[src/rtl/skbt_pkg.sv]
// shared types and constants for the sorted keyed balance table
// no dependencies; used by skbt_alu and sorted_keyed_balance_table
package skbt_pkg;

  localparam int KEY_W  = 32;
  localparam int BAL_W  = 48;
  localparam int ACT_W  = 2;
  localparam int STAT_W = 3;

  // action codes
  localparam logic [ACT_W-1:0] ACT_INSERT   = 2'd0;
  localparam logic [ACT_W-1:0] ACT_QUERY    = 2'd1;
  localparam logic [ACT_W-1:0] ACT_DEPOSIT  = 2'd2;
  localparam logic [ACT_W-1:0] ACT_WITHDRAW = 2'd3;

  // status codes
  localparam logic [STAT_W-1:0] STAT_OK        = 3'd0;
  localparam logic [STAT_W-1:0] STAT_FULL      = 3'd1;
  localparam logic [STAT_W-1:0] STAT_DUPLICATE = 3'd2;
  localparam logic [STAT_W-1:0] STAT_NOT_FOUND = 3'd3;
  localparam logic [STAT_W-1:0] STAT_INSUFF    = 3'd4;

  localparam logic signed [BAL_W-1:0] BAL_MAX = {1'b0, {(BAL_W-1){1'b1}}};
  localparam logic signed [BAL_W-1:0] BAL_MIN = {1'b1, {(BAL_W-1){1'b0}}};

  typedef enum logic [2:0] {
    ST_IDLE,
    ST_SRCH_RD,
    ST_SRCH_CMP,
    ST_BAL_RD,
    ST_BAL_UPD,
    ST_SHIFT_RD,
    ST_SHIFT_WR,
    ST_INS_WR
  } state_t;

  typedef enum logic {
    ALU_ADD,
    ALU_SUB
  } alu_op_t;

endpackage

[src/rtl/skbt_ram.sv]
// generic single write port, single read port ram with registered read
// no dependencies
module skbt_ram #(
  parameter int WIDTH = 32,
  parameter int DEPTH = 16
) (
  input  logic                                  clk,
  input  logic                                  we,
  input  logic [(DEPTH > 1 ? $clog2(DEPTH) : 1)-1:0] waddr,
  input  logic [WIDTH-1:0]                      wdata,
  input  logic [(DEPTH > 1 ? $clog2(DEPTH) : 1)-1:0] raddr,
  output logic [WIDTH-1:0]                      rdata
);

  logic [WIDTH-1:0] mem_r [DEPTH];

  always_ff @(posedge clk) begin
    if (we) begin
      mem_r[waddr] <= wdata;
    end
    rdata <= mem_r[raddr];
  end

endmodule

[src/rtl/skbt_alu.sv]
// shared 49-bit add/subtract unit with saturation to the 48-bit balance range
// depends on skbt_pkg
module skbt_alu (
  input  skbt_pkg::alu_op_t                  op,
  input  logic signed [skbt_pkg::BAL_W-1:0]  a,
  input  logic signed [skbt_pkg::BAL_W-1:0]  b,
  output logic signed [skbt_pkg::BAL_W-1:0]  res,
  output logic                               neg
);

  logic signed [skbt_pkg::BAL_W:0] a_ext;
  logic signed [skbt_pkg::BAL_W:0] b_ext;
  logic signed [skbt_pkg::BAL_W:0] sum;

  always_comb begin
    a_ext = {a[skbt_pkg::BAL_W-1], a};
    b_ext = {b[skbt_pkg::BAL_W-1], b};
    if (op == skbt_pkg::ALU_SUB) begin
      sum = a_ext - b_ext;
    end else begin
      sum = a_ext + b_ext;
    end
    neg = sum[skbt_pkg::BAL_W];
    // top two bits disagree: out of range, clamp
    if (sum[skbt_pkg::BAL_W] != sum[skbt_pkg::BAL_W-1]) begin
      res = sum[skbt_pkg::BAL_W] ? skbt_pkg::BAL_MIN : skbt_pkg::BAL_MAX;
    end else begin
      res = sum[skbt_pkg::BAL_W-1:0];
    end
  end

endmodule

[src/rtl/sorted_keyed_balance_table.sv]
// top level: sequencer, key and balance rams, shared add/subtract unit
// depends on skbt_pkg, skbt_ram, skbt_alu
//
// A table of up to CAPACITY accounts kept in ascending order of signed key, each with a
// signed 48-bit balance in cents. An action is taken when start is high and busy is low;
// busy then stays high until the single result appears on the out_ ports for exactly one
// cycle, marked by out_valid, which the receiver must take as it comes. Every access goes
// through the one read port of the key and balance rams, whose registered read gives each
// binary search step a read state and a compare state; over n held entries the search
// takes at most ceil(log2(n+1)) steps. A query, deposit or withdraw on a held key then
// reads its balance, a miss answers at the end of the search, and an insert moves each
// larger key up one place by a read and a write before writing the new entry. Inserting
// into a full table, or any other action on an empty one, answers at the next cycle without raising busy.
module sorted_keyed_balance_table #(
  parameter int CAPACITY = 16
) (
  input  logic                                   clk,
  input  logic                                   rst_n,
  input  logic                                   start,
  output logic                                   busy,
  input  logic [skbt_pkg::ACT_W-1:0]             in_action,
  input  logic signed [skbt_pkg::KEY_W-1:0]      in_account_key,
  input  logic signed [skbt_pkg::BAL_W-1:0]      in_amount,
  output logic                                   out_valid,
  output logic [skbt_pkg::STAT_W-1:0]            out_status,
  output logic signed [skbt_pkg::BAL_W-1:0]      out_balance,
  output logic [$clog2(CAPACITY+1)-1:0]          out_entry_count
);

  localparam int IW = (CAPACITY > 1) ? $clog2(CAPACITY) : 1;
  localparam int CW = $clog2(CAPACITY + 1);

  skbt_pkg::state_t state_r, state_nxt;

  logic [skbt_pkg::ACT_W-1:0]        act_r;
  logic signed [skbt_pkg::KEY_W-1:0] key_r;
  logic signed [skbt_pkg::BAL_W-1:0] amt_r;
  logic [CW-1:0]                     lo_r;
  logic [CW-1:0]                     hi_r;
  logic [IW-1:0]                     mid_r;
  logic [IW-1:0]                     pos_r;
  logic [IW-1:0]                     i_r;
  logic [CW-1:0]                     count_r, count_nxt;

  logic                              out_valid_r;
  logic [skbt_pkg::STAT_W-1:0]       out_status_r;
  logic signed [skbt_pkg::BAL_W-1:0] out_balance_r;
  logic [CW-1:0]                     out_count_r;

  // ram ports
  logic [IW-1:0]                     raddr;
  logic [IW-1:0]                     waddr;
  logic                              key_we;
  logic                              bal_we;
  logic [skbt_pkg::KEY_W-1:0]        key_wdata;
  logic [skbt_pkg::BAL_W-1:0]        bal_wdata;
  logic [skbt_pkg::KEY_W-1:0]        key_rdata;
  logic [skbt_pkg::BAL_W-1:0]        bal_rdata;

  // search helpers
  logic [CW:0]                       mid_sum;
  logic [IW-1:0]                     mid;
  logic                              key_eq;
  logic                              key_lt;
  logic [CW-1:0]                     srch_lo_nxt;
  logic [CW-1:0]                     srch_hi_nxt;
  logic                              srch_miss;
  logic                              is_full;
  logic                              in_ins;
  logic                              act_ins;

  // alu
  skbt_pkg::alu_op_t                 alu_op;
  logic signed [skbt_pkg::BAL_W-1:0] alu_res;
  logic                              alu_neg;

  // finishing transaction
  logic                              fin;
  logic [skbt_pkg::STAT_W-1:0]       fin_status;
  logic signed [skbt_pkg::BAL_W-1:0] fin_bal;

  skbt_ram #(
    .WIDTH (skbt_pkg::KEY_W),
    .DEPTH (CAPACITY)
  ) u_key_ram (
    .clk   (clk),
    .we    (key_we),
    .waddr (waddr),
    .wdata (key_wdata),
    .raddr (raddr),
    .rdata (key_rdata)
  );

  skbt_ram #(
    .WIDTH (skbt_pkg::BAL_W),
    .DEPTH (CAPACITY)
  ) u_bal_ram (
    .clk   (clk),
    .we    (bal_we),
    .waddr (waddr),
    .wdata (bal_wdata),
    .raddr (raddr),
    .rdata (bal_rdata)
  );

  skbt_alu u_alu (
    .op  (alu_op),
    .a   ($signed(bal_rdata)),
    .b   (amt_r),
    .res (alu_res),
    .neg (alu_neg)
  );

  assign alu_op  = (act_r == skbt_pkg::ACT_WITHDRAW) ? skbt_pkg::ALU_SUB : skbt_pkg::ALU_ADD;
  assign is_full = (count_r == CW'(CAPACITY));
  assign in_ins  = (in_action == skbt_pkg::ACT_INSERT);
  assign act_ins = (act_r == skbt_pkg::ACT_INSERT);

  // midpoint of the open window [lo, hi)
  assign mid_sum = ({1'b0, lo_r} + {1'b0, hi_r}) - (CW+1)'(1);
  assign mid     = mid_sum[IW:1];

  assign key_eq      = ($signed(key_rdata) == key_r);
  assign key_lt      = ($signed(key_rdata) < key_r);
  assign srch_lo_nxt = key_lt ? (CW'(mid_r) + CW'(1)) : lo_r;
  assign srch_hi_nxt = key_lt ? hi_r : CW'(mid_r);
  assign srch_miss   = !key_eq && (srch_lo_nxt >= srch_hi_nxt);

  // next state
  always_comb begin
    state_nxt = state_r;
    unique case (state_r)
      skbt_pkg::ST_IDLE: begin
        if (start) begin
          if (in_ins && is_full) begin
            state_nxt = skbt_pkg::ST_IDLE;
          end else if (count_r == '0) begin
            state_nxt = in_ins ? skbt_pkg::ST_INS_WR : skbt_pkg::ST_IDLE;
          end else begin
            state_nxt = skbt_pkg::ST_SRCH_RD;
          end
        end
      end
      skbt_pkg::ST_SRCH_RD: begin
        state_nxt = skbt_pkg::ST_SRCH_CMP;
      end
      skbt_pkg::ST_SRCH_CMP: begin
        if (key_eq) begin
          state_nxt = skbt_pkg::ST_BAL_RD;
        end else if (srch_miss) begin
          if (!act_ins) begin
            state_nxt = skbt_pkg::ST_IDLE;
          end else if (count_r == srch_lo_nxt) begin
            state_nxt = skbt_pkg::ST_INS_WR;
          end else begin
            state_nxt = skbt_pkg::ST_SHIFT_RD;
          end
        end else begin
          state_nxt = skbt_pkg::ST_SRCH_RD;
        end
      end
      skbt_pkg::ST_BAL_RD: begin
        state_nxt = skbt_pkg::ST_BAL_UPD;
      end
      skbt_pkg::ST_BAL_UPD: begin
        state_nxt = skbt_pkg::ST_IDLE;
      end
      skbt_pkg::ST_SHIFT_RD: begin
        state_nxt = skbt_pkg::ST_SHIFT_WR;
      end
      skbt_pkg::ST_SHIFT_WR: begin
        state_nxt = (CW'(i_r) == lo_r) ? skbt_pkg::ST_INS_WR : skbt_pkg::ST_SHIFT_RD;
      end
      skbt_pkg::ST_INS_WR: begin
        state_nxt = skbt_pkg::ST_IDLE;
      end
      default: begin
        state_nxt = skbt_pkg::ST_IDLE;
      end
    endcase
  end

  // outputs of the sequencer: ram control and result
  always_comb begin
    raddr      = mid;
    waddr      = i_r + IW'(1);
    key_we     = 1'b0;
    bal_we     = 1'b0;
    key_wdata  = key_rdata;
    bal_wdata  = bal_rdata;
    fin        = 1'b0;
    fin_status = skbt_pkg::STAT_OK;
    fin_bal    = '0;
    count_nxt  = count_r;
    unique case (state_r)
      skbt_pkg::ST_IDLE: begin
        if (start) begin
          if (in_ins && is_full) begin
            fin        = 1'b1;
            fin_status = skbt_pkg::STAT_FULL;
          end else if ((count_r == '0) && !in_ins) begin
            fin        = 1'b1;
            fin_status = skbt_pkg::STAT_NOT_FOUND;
          end
        end
      end
      skbt_pkg::ST_SRCH_RD: begin
        raddr = mid;
      end
      skbt_pkg::ST_SRCH_CMP: begin
        if (srch_miss && !act_ins) begin
          fin        = 1'b1;
          fin_status = skbt_pkg::STAT_NOT_FOUND;
        end
      end
      skbt_pkg::ST_BAL_RD: begin
        raddr = pos_r;
      end
      skbt_pkg::ST_BAL_UPD: begin
        fin       = 1'b1;
        fin_bal   = $signed(bal_rdata);
        waddr     = pos_r;
        bal_wdata = alu_res;
        case (act_r)
          skbt_pkg::ACT_INSERT: begin
            fin_status = skbt_pkg::STAT_DUPLICATE;
          end
          skbt_pkg::ACT_DEPOSIT: begin
            bal_we  = 1'b1;
            fin_bal = alu_res;
          end
          skbt_pkg::ACT_WITHDRAW: begin
            if (alu_neg) begin
              fin_status = skbt_pkg::STAT_INSUFF;
            end else begin
              bal_we  = 1'b1;
              fin_bal = alu_res;
            end
          end
          default: begin
            fin_status = skbt_pkg::STAT_OK;
          end
        endcase
      end
      skbt_pkg::ST_SHIFT_RD: begin
        raddr = i_r;
      end
      skbt_pkg::ST_SHIFT_WR: begin
        // move entry i up one place
        waddr  = i_r + IW'(1);
        key_we = 1'b1;
        bal_we = 1'b1;
      end
      skbt_pkg::ST_INS_WR: begin
        waddr     = lo_r[IW-1:0];
        key_we    = 1'b1;
        bal_we    = 1'b1;
        key_wdata = key_r;
        bal_wdata = amt_r;
        fin       = 1'b1;
        fin_bal   = amt_r;
        count_nxt = count_r + CW'(1);
      end
      default: begin
        fin = 1'b0;
      end
    endcase
  end

  // control state
  always_ff @(posedge clk) begin
    if (!rst_n) begin
      state_r     <= skbt_pkg::ST_IDLE;
      count_r     <= '0;
      out_valid_r <= 1'b0;
    end else begin
      state_r     <= state_nxt;
      count_r     <= count_nxt;
      out_valid_r <= fin;
    end
  end

  // payload and search window
  always_ff @(posedge clk) begin
    if (fin) begin
      out_status_r  <= fin_status;
      out_balance_r <= fin_bal;
      out_count_r   <= count_nxt;
    end
    unique case (state_r)
      skbt_pkg::ST_IDLE: begin
        if (start) begin
          act_r <= in_action;
          key_r <= in_account_key;
          amt_r <= in_amount;
          lo_r  <= '0;
          hi_r  <= count_r;
        end
      end
      skbt_pkg::ST_SRCH_RD: begin
        mid_r <= mid;
      end
      skbt_pkg::ST_SRCH_CMP: begin
        lo_r  <= srch_lo_nxt;
        hi_r  <= srch_hi_nxt;
        pos_r <= mid_r;
        i_r   <= IW'(count_r - CW'(1));
      end
      skbt_pkg::ST_SHIFT_WR: begin
        i_r <= i_r - IW'(1);
      end
      default: begin
        mid_r <= mid_r;
      end
    endcase
  end

  assign busy            = (state_r != skbt_pkg::ST_IDLE);
  assign out_valid       = out_valid_r;
  assign out_status      = out_status_r;
  assign out_balance     = out_balance_r;
  assign out_entry_count = out_count_r;

endmodule
[config.mk]
export PLATFORM = sky130hd
export DESIGN_NAME = sorted_keyed_balance_table
export DESIGN_NICKNAME = d
export VERILOG_FILES = /design/src/rtl/skbt_pkg.sv /design/src/rtl/skbt_ram.sv /design/src/rtl/skbt_alu.sv /design/src/rtl/sorted_keyed_balance_table.sv
export SDC_FILE = /design/constraint.sdc
export NUM_CORES = 2
export LEC_CHECK = 0
export ABC_AREA = 1
export BUFFER_PORTS_ARGS = -buffer_cell sky130_fd_sc_hd__clkbuf_2
export CORE_UTILIZATION = 34
export DETAILED_ROUTE_END_ITERATION = 16
export MAX_ROUTING_LAYER = met4
export SYNTH_ARGS = -nofsm -noshare
export SYNTH_HDL_FRONTEND = slang
export SYNTH_HIERARCHICAL = 1
export SYNTH_SLANG_ARGS = --single-unit
[constraint.sdc]
create_clock -name clk -period 7.3 [get_ports clk]
set_clock_uncertainty 0.1 [all_clocks]
set_input_delay 1.46 -clock clk [delete_from_list [all_inputs] [get_ports clk]]
set_output_delay 1.46 -clock clk [all_outputs]
set_load 0.02 [all_outputs]
==> metrics.csv <==
stage,metric,value,unit
power,Power Dens Cells,440,nW/µm²
logic_synthesis,largest family of logic cells by synthesized area,simple AND/OR/NAND/NOR gates,
logic_synthesis,Syn. warnings,6,
die,num ports,143,
global_route,global-route usage over all layers,19.8,%
clocking,clock latency on the worst-skew pair,0.80,ns
timing,"Setup violations, final",0,
logic_synthesis,Mapped Cells,7425,
setup_path,largest delay contributor family on the critical path,simple AND/OR/NAND/NOR gates,
logic_synthesis,Avg Inst Size Synth,9.64,µm²
timing,RSZ-0062 raised after global routing,no,
clocking,post-CTS setup buffers,0,
setup_path,worst reg-to-reg path cell count,22,
global_route,vias in the first global route,47900,
logic_synthesis,"EDFF count, synth",1440,
drt,number of remaining DRC errors,0,
clocking,"Hold-fix buffers, CTS",0,
logic_synthesis,sequential-to-total area share from yosys stat,62.9,%
logic_synthesis,"Top FF cell, synth",edfxtp_1,
timing,Setup TNS Final,0,ns
setup_path,Reg2Reg Setup Slack,1.16,ns
setup_path,critical path's largest stage delay,0.66,ns
logic_synthesis,Yosys cell types,49,
setup_path,CP dominant cell by count,nand2_1,
cells_and_area,"leading cell type in the layout, fill and taps excluded",nand2_1,
clocking,Root Driver,clkbuf_16,
timing,maximum clock rate,163,MHz
timing,slew margin rel.,21.9,%
clocking,"Reg clk slew, reported paths",0.08,ns
timing,fin crit share,84.2,%
logic_synthesis,Synth Cell Area,71600,µm²
cells_and_area,"Design Area, Final",80500,µm²
die,die span in x,461,µm
power,Leak Pwr,34.3,nW
die,Site Rows,168,
setup_path,crit path max fanout,16,
logic_synthesis,mux contribution to synthesized area,0,%
global_route,global-route wire length before repair,308000,µm
clocking,H-tree depth,4,
setup_path,RR Endpoint,u_bal_ram/mem_r[10][6]$_DFFE_PP_,
drt,final wirelength,207000,µm
timing,Least-Margin Pin Slew,1.17,ns
die,Core Footprint,209000,µm²
logic_synthesis,Synth Area in Simple Gates,22.6,%
logic_synthesis,asr flop ratio synth,0,%
cells_and_area,share of layout cells above drive strength 1,8.53,%
min_path,hold_sp,mid_r[3]$_DFFE_PP_,
setup_path,nature of the critical path startpoint,flip-flop,
cells_and_area,Synth-to-Final Area Change,12.4,%
setup_path,crit path DAT,6.30,ns
setup_path,critical path depth,22,
clocking,Clock Path Buffers,3,
timing,count of final max-slew check failures,0,
run,Max Cap Violations,0,
logic_synthesis,"FF+latch count, synth",1529,
power,peak supply drop,0.401,mV
place,Area after DPL,75400,µm²
setup_path,endpoint class of the critical path,flip-flop,
global_route,largest net degree at the start of global routing,202,
drt,Initial DRT Pass Iterations,8,
logic_synthesis,Post-Synth XOR/XNOR Area,1.06,%
logic_synthesis,Synth Net Count,7609,
setup_path,Crit Path Category,flip-flop to flip-flop,
drt,Via-to-Cell Ratio,4.86,
min_path,worst hold endpoint,pos_r[3]$_DFFE_PP_,
cells_and_area,"commonest cells after routing, fill and taps aside","nand2_1 (2,332), edfxtp_1 (1,440), inv_1 (1,219)",
timing,endpoints failing hold,0,
clocking,Sink Count,1529,
die,Initial Utilization,34.2,%
place,RD Place Congestion,0.969,
clocking,TritonCTS Buffers,154,
global_route,gr ovfl total,0,
die,height of the die,461,µm
die,die area,212000,µm²
drt,via count,50900,
min_path,Hold Path Stages,0,
place,post-detailed-placement half-perimeter wirelength,127000,µm
setup_path,Buf/Inv on CP,2,
setup_path,CP max-delay cell,nand3_1,
timing,min cycle time layout,6.14,ns
global_route,initial antenna violation count,7,
logic_synthesis,Post-Synth Adder-Cell Area,1.75,%
setup_path,Worst R2R Start,amt_r[0]$_DFFE_PP_,
setup_path,cell breakdown of the critical path,inv_1 -> ha_1 -> nand3_2 -> nor3_1 -> nand3b_1 -> o21ai_0 -> o21ai_0 -> xnor2_1 -> ha_1 -> nand2_1 -> nor3_2 -> nand2_1 -> inv_1 -> nand2_1 -> nand2_1 -> nor2_4 -> nand2_1 -> nand2_2 -> nor2_2 -> o21ai_0 -> nand2_1 -> nand3_1,
clocking,CTS tree,built,
place,PortBufs,142,
min_path,Hold Path Class,flip-flop to flip-flop,
drt,remaining antenna violation count,0,
clocking,CTS resizes,0,
cells_and_area,final net count,7709,
drt,drt wl/cell,19.8,µm
logic_synthesis,Synth Area in Compound Gates,2.43,%
outcome,status,"finished, final reports clean",
setup_path,worst endpoint required time,7.46,ns
drt,1st-iter DRT viols,5335,
==> layout make-up <==
class	count	area (µm²)
fillers	20600	129000
diodes	8	20.0
well taps	2805	3510
clock inverters	76	906
clock buffers	206	4210
flip-flops and latches	1529	45000
inverters	1240	4680
repair buffers	262	1860
multi-input cells	4338	20300
==> worst register-to-register path, cell delays in order (launching register included) <==
cell and delay [ns]:
edfxtp_1 0.46, inv_1 0.09, ha_1 0.19, nand3_2 0.10, nor3_1 0.27, nand3b_1 0.31
o21ai_0 0.57, o21ai_0 0.23, xnor2_1 0.17, ha_1 0.42, nand2_1 0.17, nor3_2 0.26
nand2_1 0.12, inv_1 0.07, nand2_1 0.08, nand2_1 0.11, nor2_4 0.05, nand2_1 0.08
nand2_2 0.07, nor2_2 0.57, o21ai_0 0.28, nand2_1 0.14, nand3_1 0.66
==> synthesized netlist by cell type (8+ instances only) <==
cell	count	area share, %
dfxtp_1	89	2.5
nand3b_1	8	0.084
ha_1	97	1.7
xor2_1	57	0.70
buf_1	24	0.13
inv_1	1224	6.4
nand4_1	24	0.21
buf_6	60	0.94
nand3_1	1094	7.6
a21oi_1	81	0.57
nor3_1	25	0.17
buf_2	118	0.82
clkbuf_1	83	0.44
nand2_1	2333	12
edfxtp_1	1440	60
inv_2	13	0.068
nand2_2	67	0.59
buf_4	29	0.30
nor2_2	12	0.10
xnor2_1	30	0.37
nor2_1	245	1.3
o21ai_0	189	1.3
o21bai_1	18	0.19
==> registers in the layout, indices dropped and copies added, names as in the netlist, 5 cells and up <==
signal,count
amt_r,48
count_r,5
hi_r,5
key_r,32
lo_r,5
out_balance,48
out_entry_count,5
u_bal_ram/mem_r,768
u_bal_ram/rdata,48
u_key_ram/mem_r,512
u_key_ram/rdata,32
==> worst max-delay path by stage <==
| stage | endpoint | slack [ns] | start |
|---|---|---|---|
| 6_report | u_bal_ram/mem_r[10][6]$_DFFE_PP_ | 1.16 | amt_r[0]$_DFFE_PP_ |
| 5_1_grt | u_bal_ram/mem_r[11][6]$_DFFE_PP_ | 0.87 | amt_r[0]$_DFFE_PP_ |
| 4_1_cts | u_bal_ram/mem_r[11][6]$_DFFE_PP_ | 1.30 | amt_r[0]$_DFFE_PP_ |
| 3_5_place_dp | u_bal_ram/mem_r[1][6]$_DFFE_PP_ | 1.35 | amt_r[0]$_DFFE_PP_ |
| 3_3_place_gp | u_bal_ram/mem_r[6][6]$_DFFE_PP_ | 1.34 | amt_r[0]$_DFFE_PP_ |
| 2_1_floorplan | out_balance[0]$_DFFE_PP_ | 0.08 | start |
==> cell families after synthesis <==
kind of cell               count (synthesis)
DFF                                     1529
and+or+nand+nor                         3834
xor gates and xnor gates                  87
adders and majority gates                 99
buffers and inverters                   1558
AOI/OAI and AO/OA                        318
==> power breakdown <==
group          internal [mW]  switching (mW)  leakage, nW
Sequential              11.3           0.514         13.8
Combinational           4.07            11.5         18.0
Clock                   4.62            3.43         2.49
==> stage by stage <==
| step | hold WS (ns) | utilization, % | setup WS (ns) | cells | power (mW) |
|---|---|---|---|---|---|
| 2_1_floorplan | 0.373 | - | 0.0848 | 7425 | 22.1 |
| 3_3_place_gp | 0.461 | 36.0 | 1.34 | 10200 | 27.3 |
| 3_5_place_dp | 0.445 | 36.0 | 1.35 | 10200 | 27.4 |
| 4_1_cts | 0.471 | 38.4 | 1.30 | 10500 | 35.5 |
| 5_1_grt | 0.486 | 38.4 | 0.867 | 10500 | 37.4 |
| 6_report | 0.468 | 38.4 | 1.16 | 10500 | 35.4 |
==> per-layer routing <==
layer / share of wire, % / vias to the layer above / track usage [%]
met5: 0 / - / -
met4: 2.3 / 0 / 5.37
met3: 7.3 / 289 / 2.61
met2: 45 / 1868 / 29.5
met1: 46 / 24500 / 28.1
li1: - / 24200 / -
No activity file was read; power rests on OpenSTA's default activity.
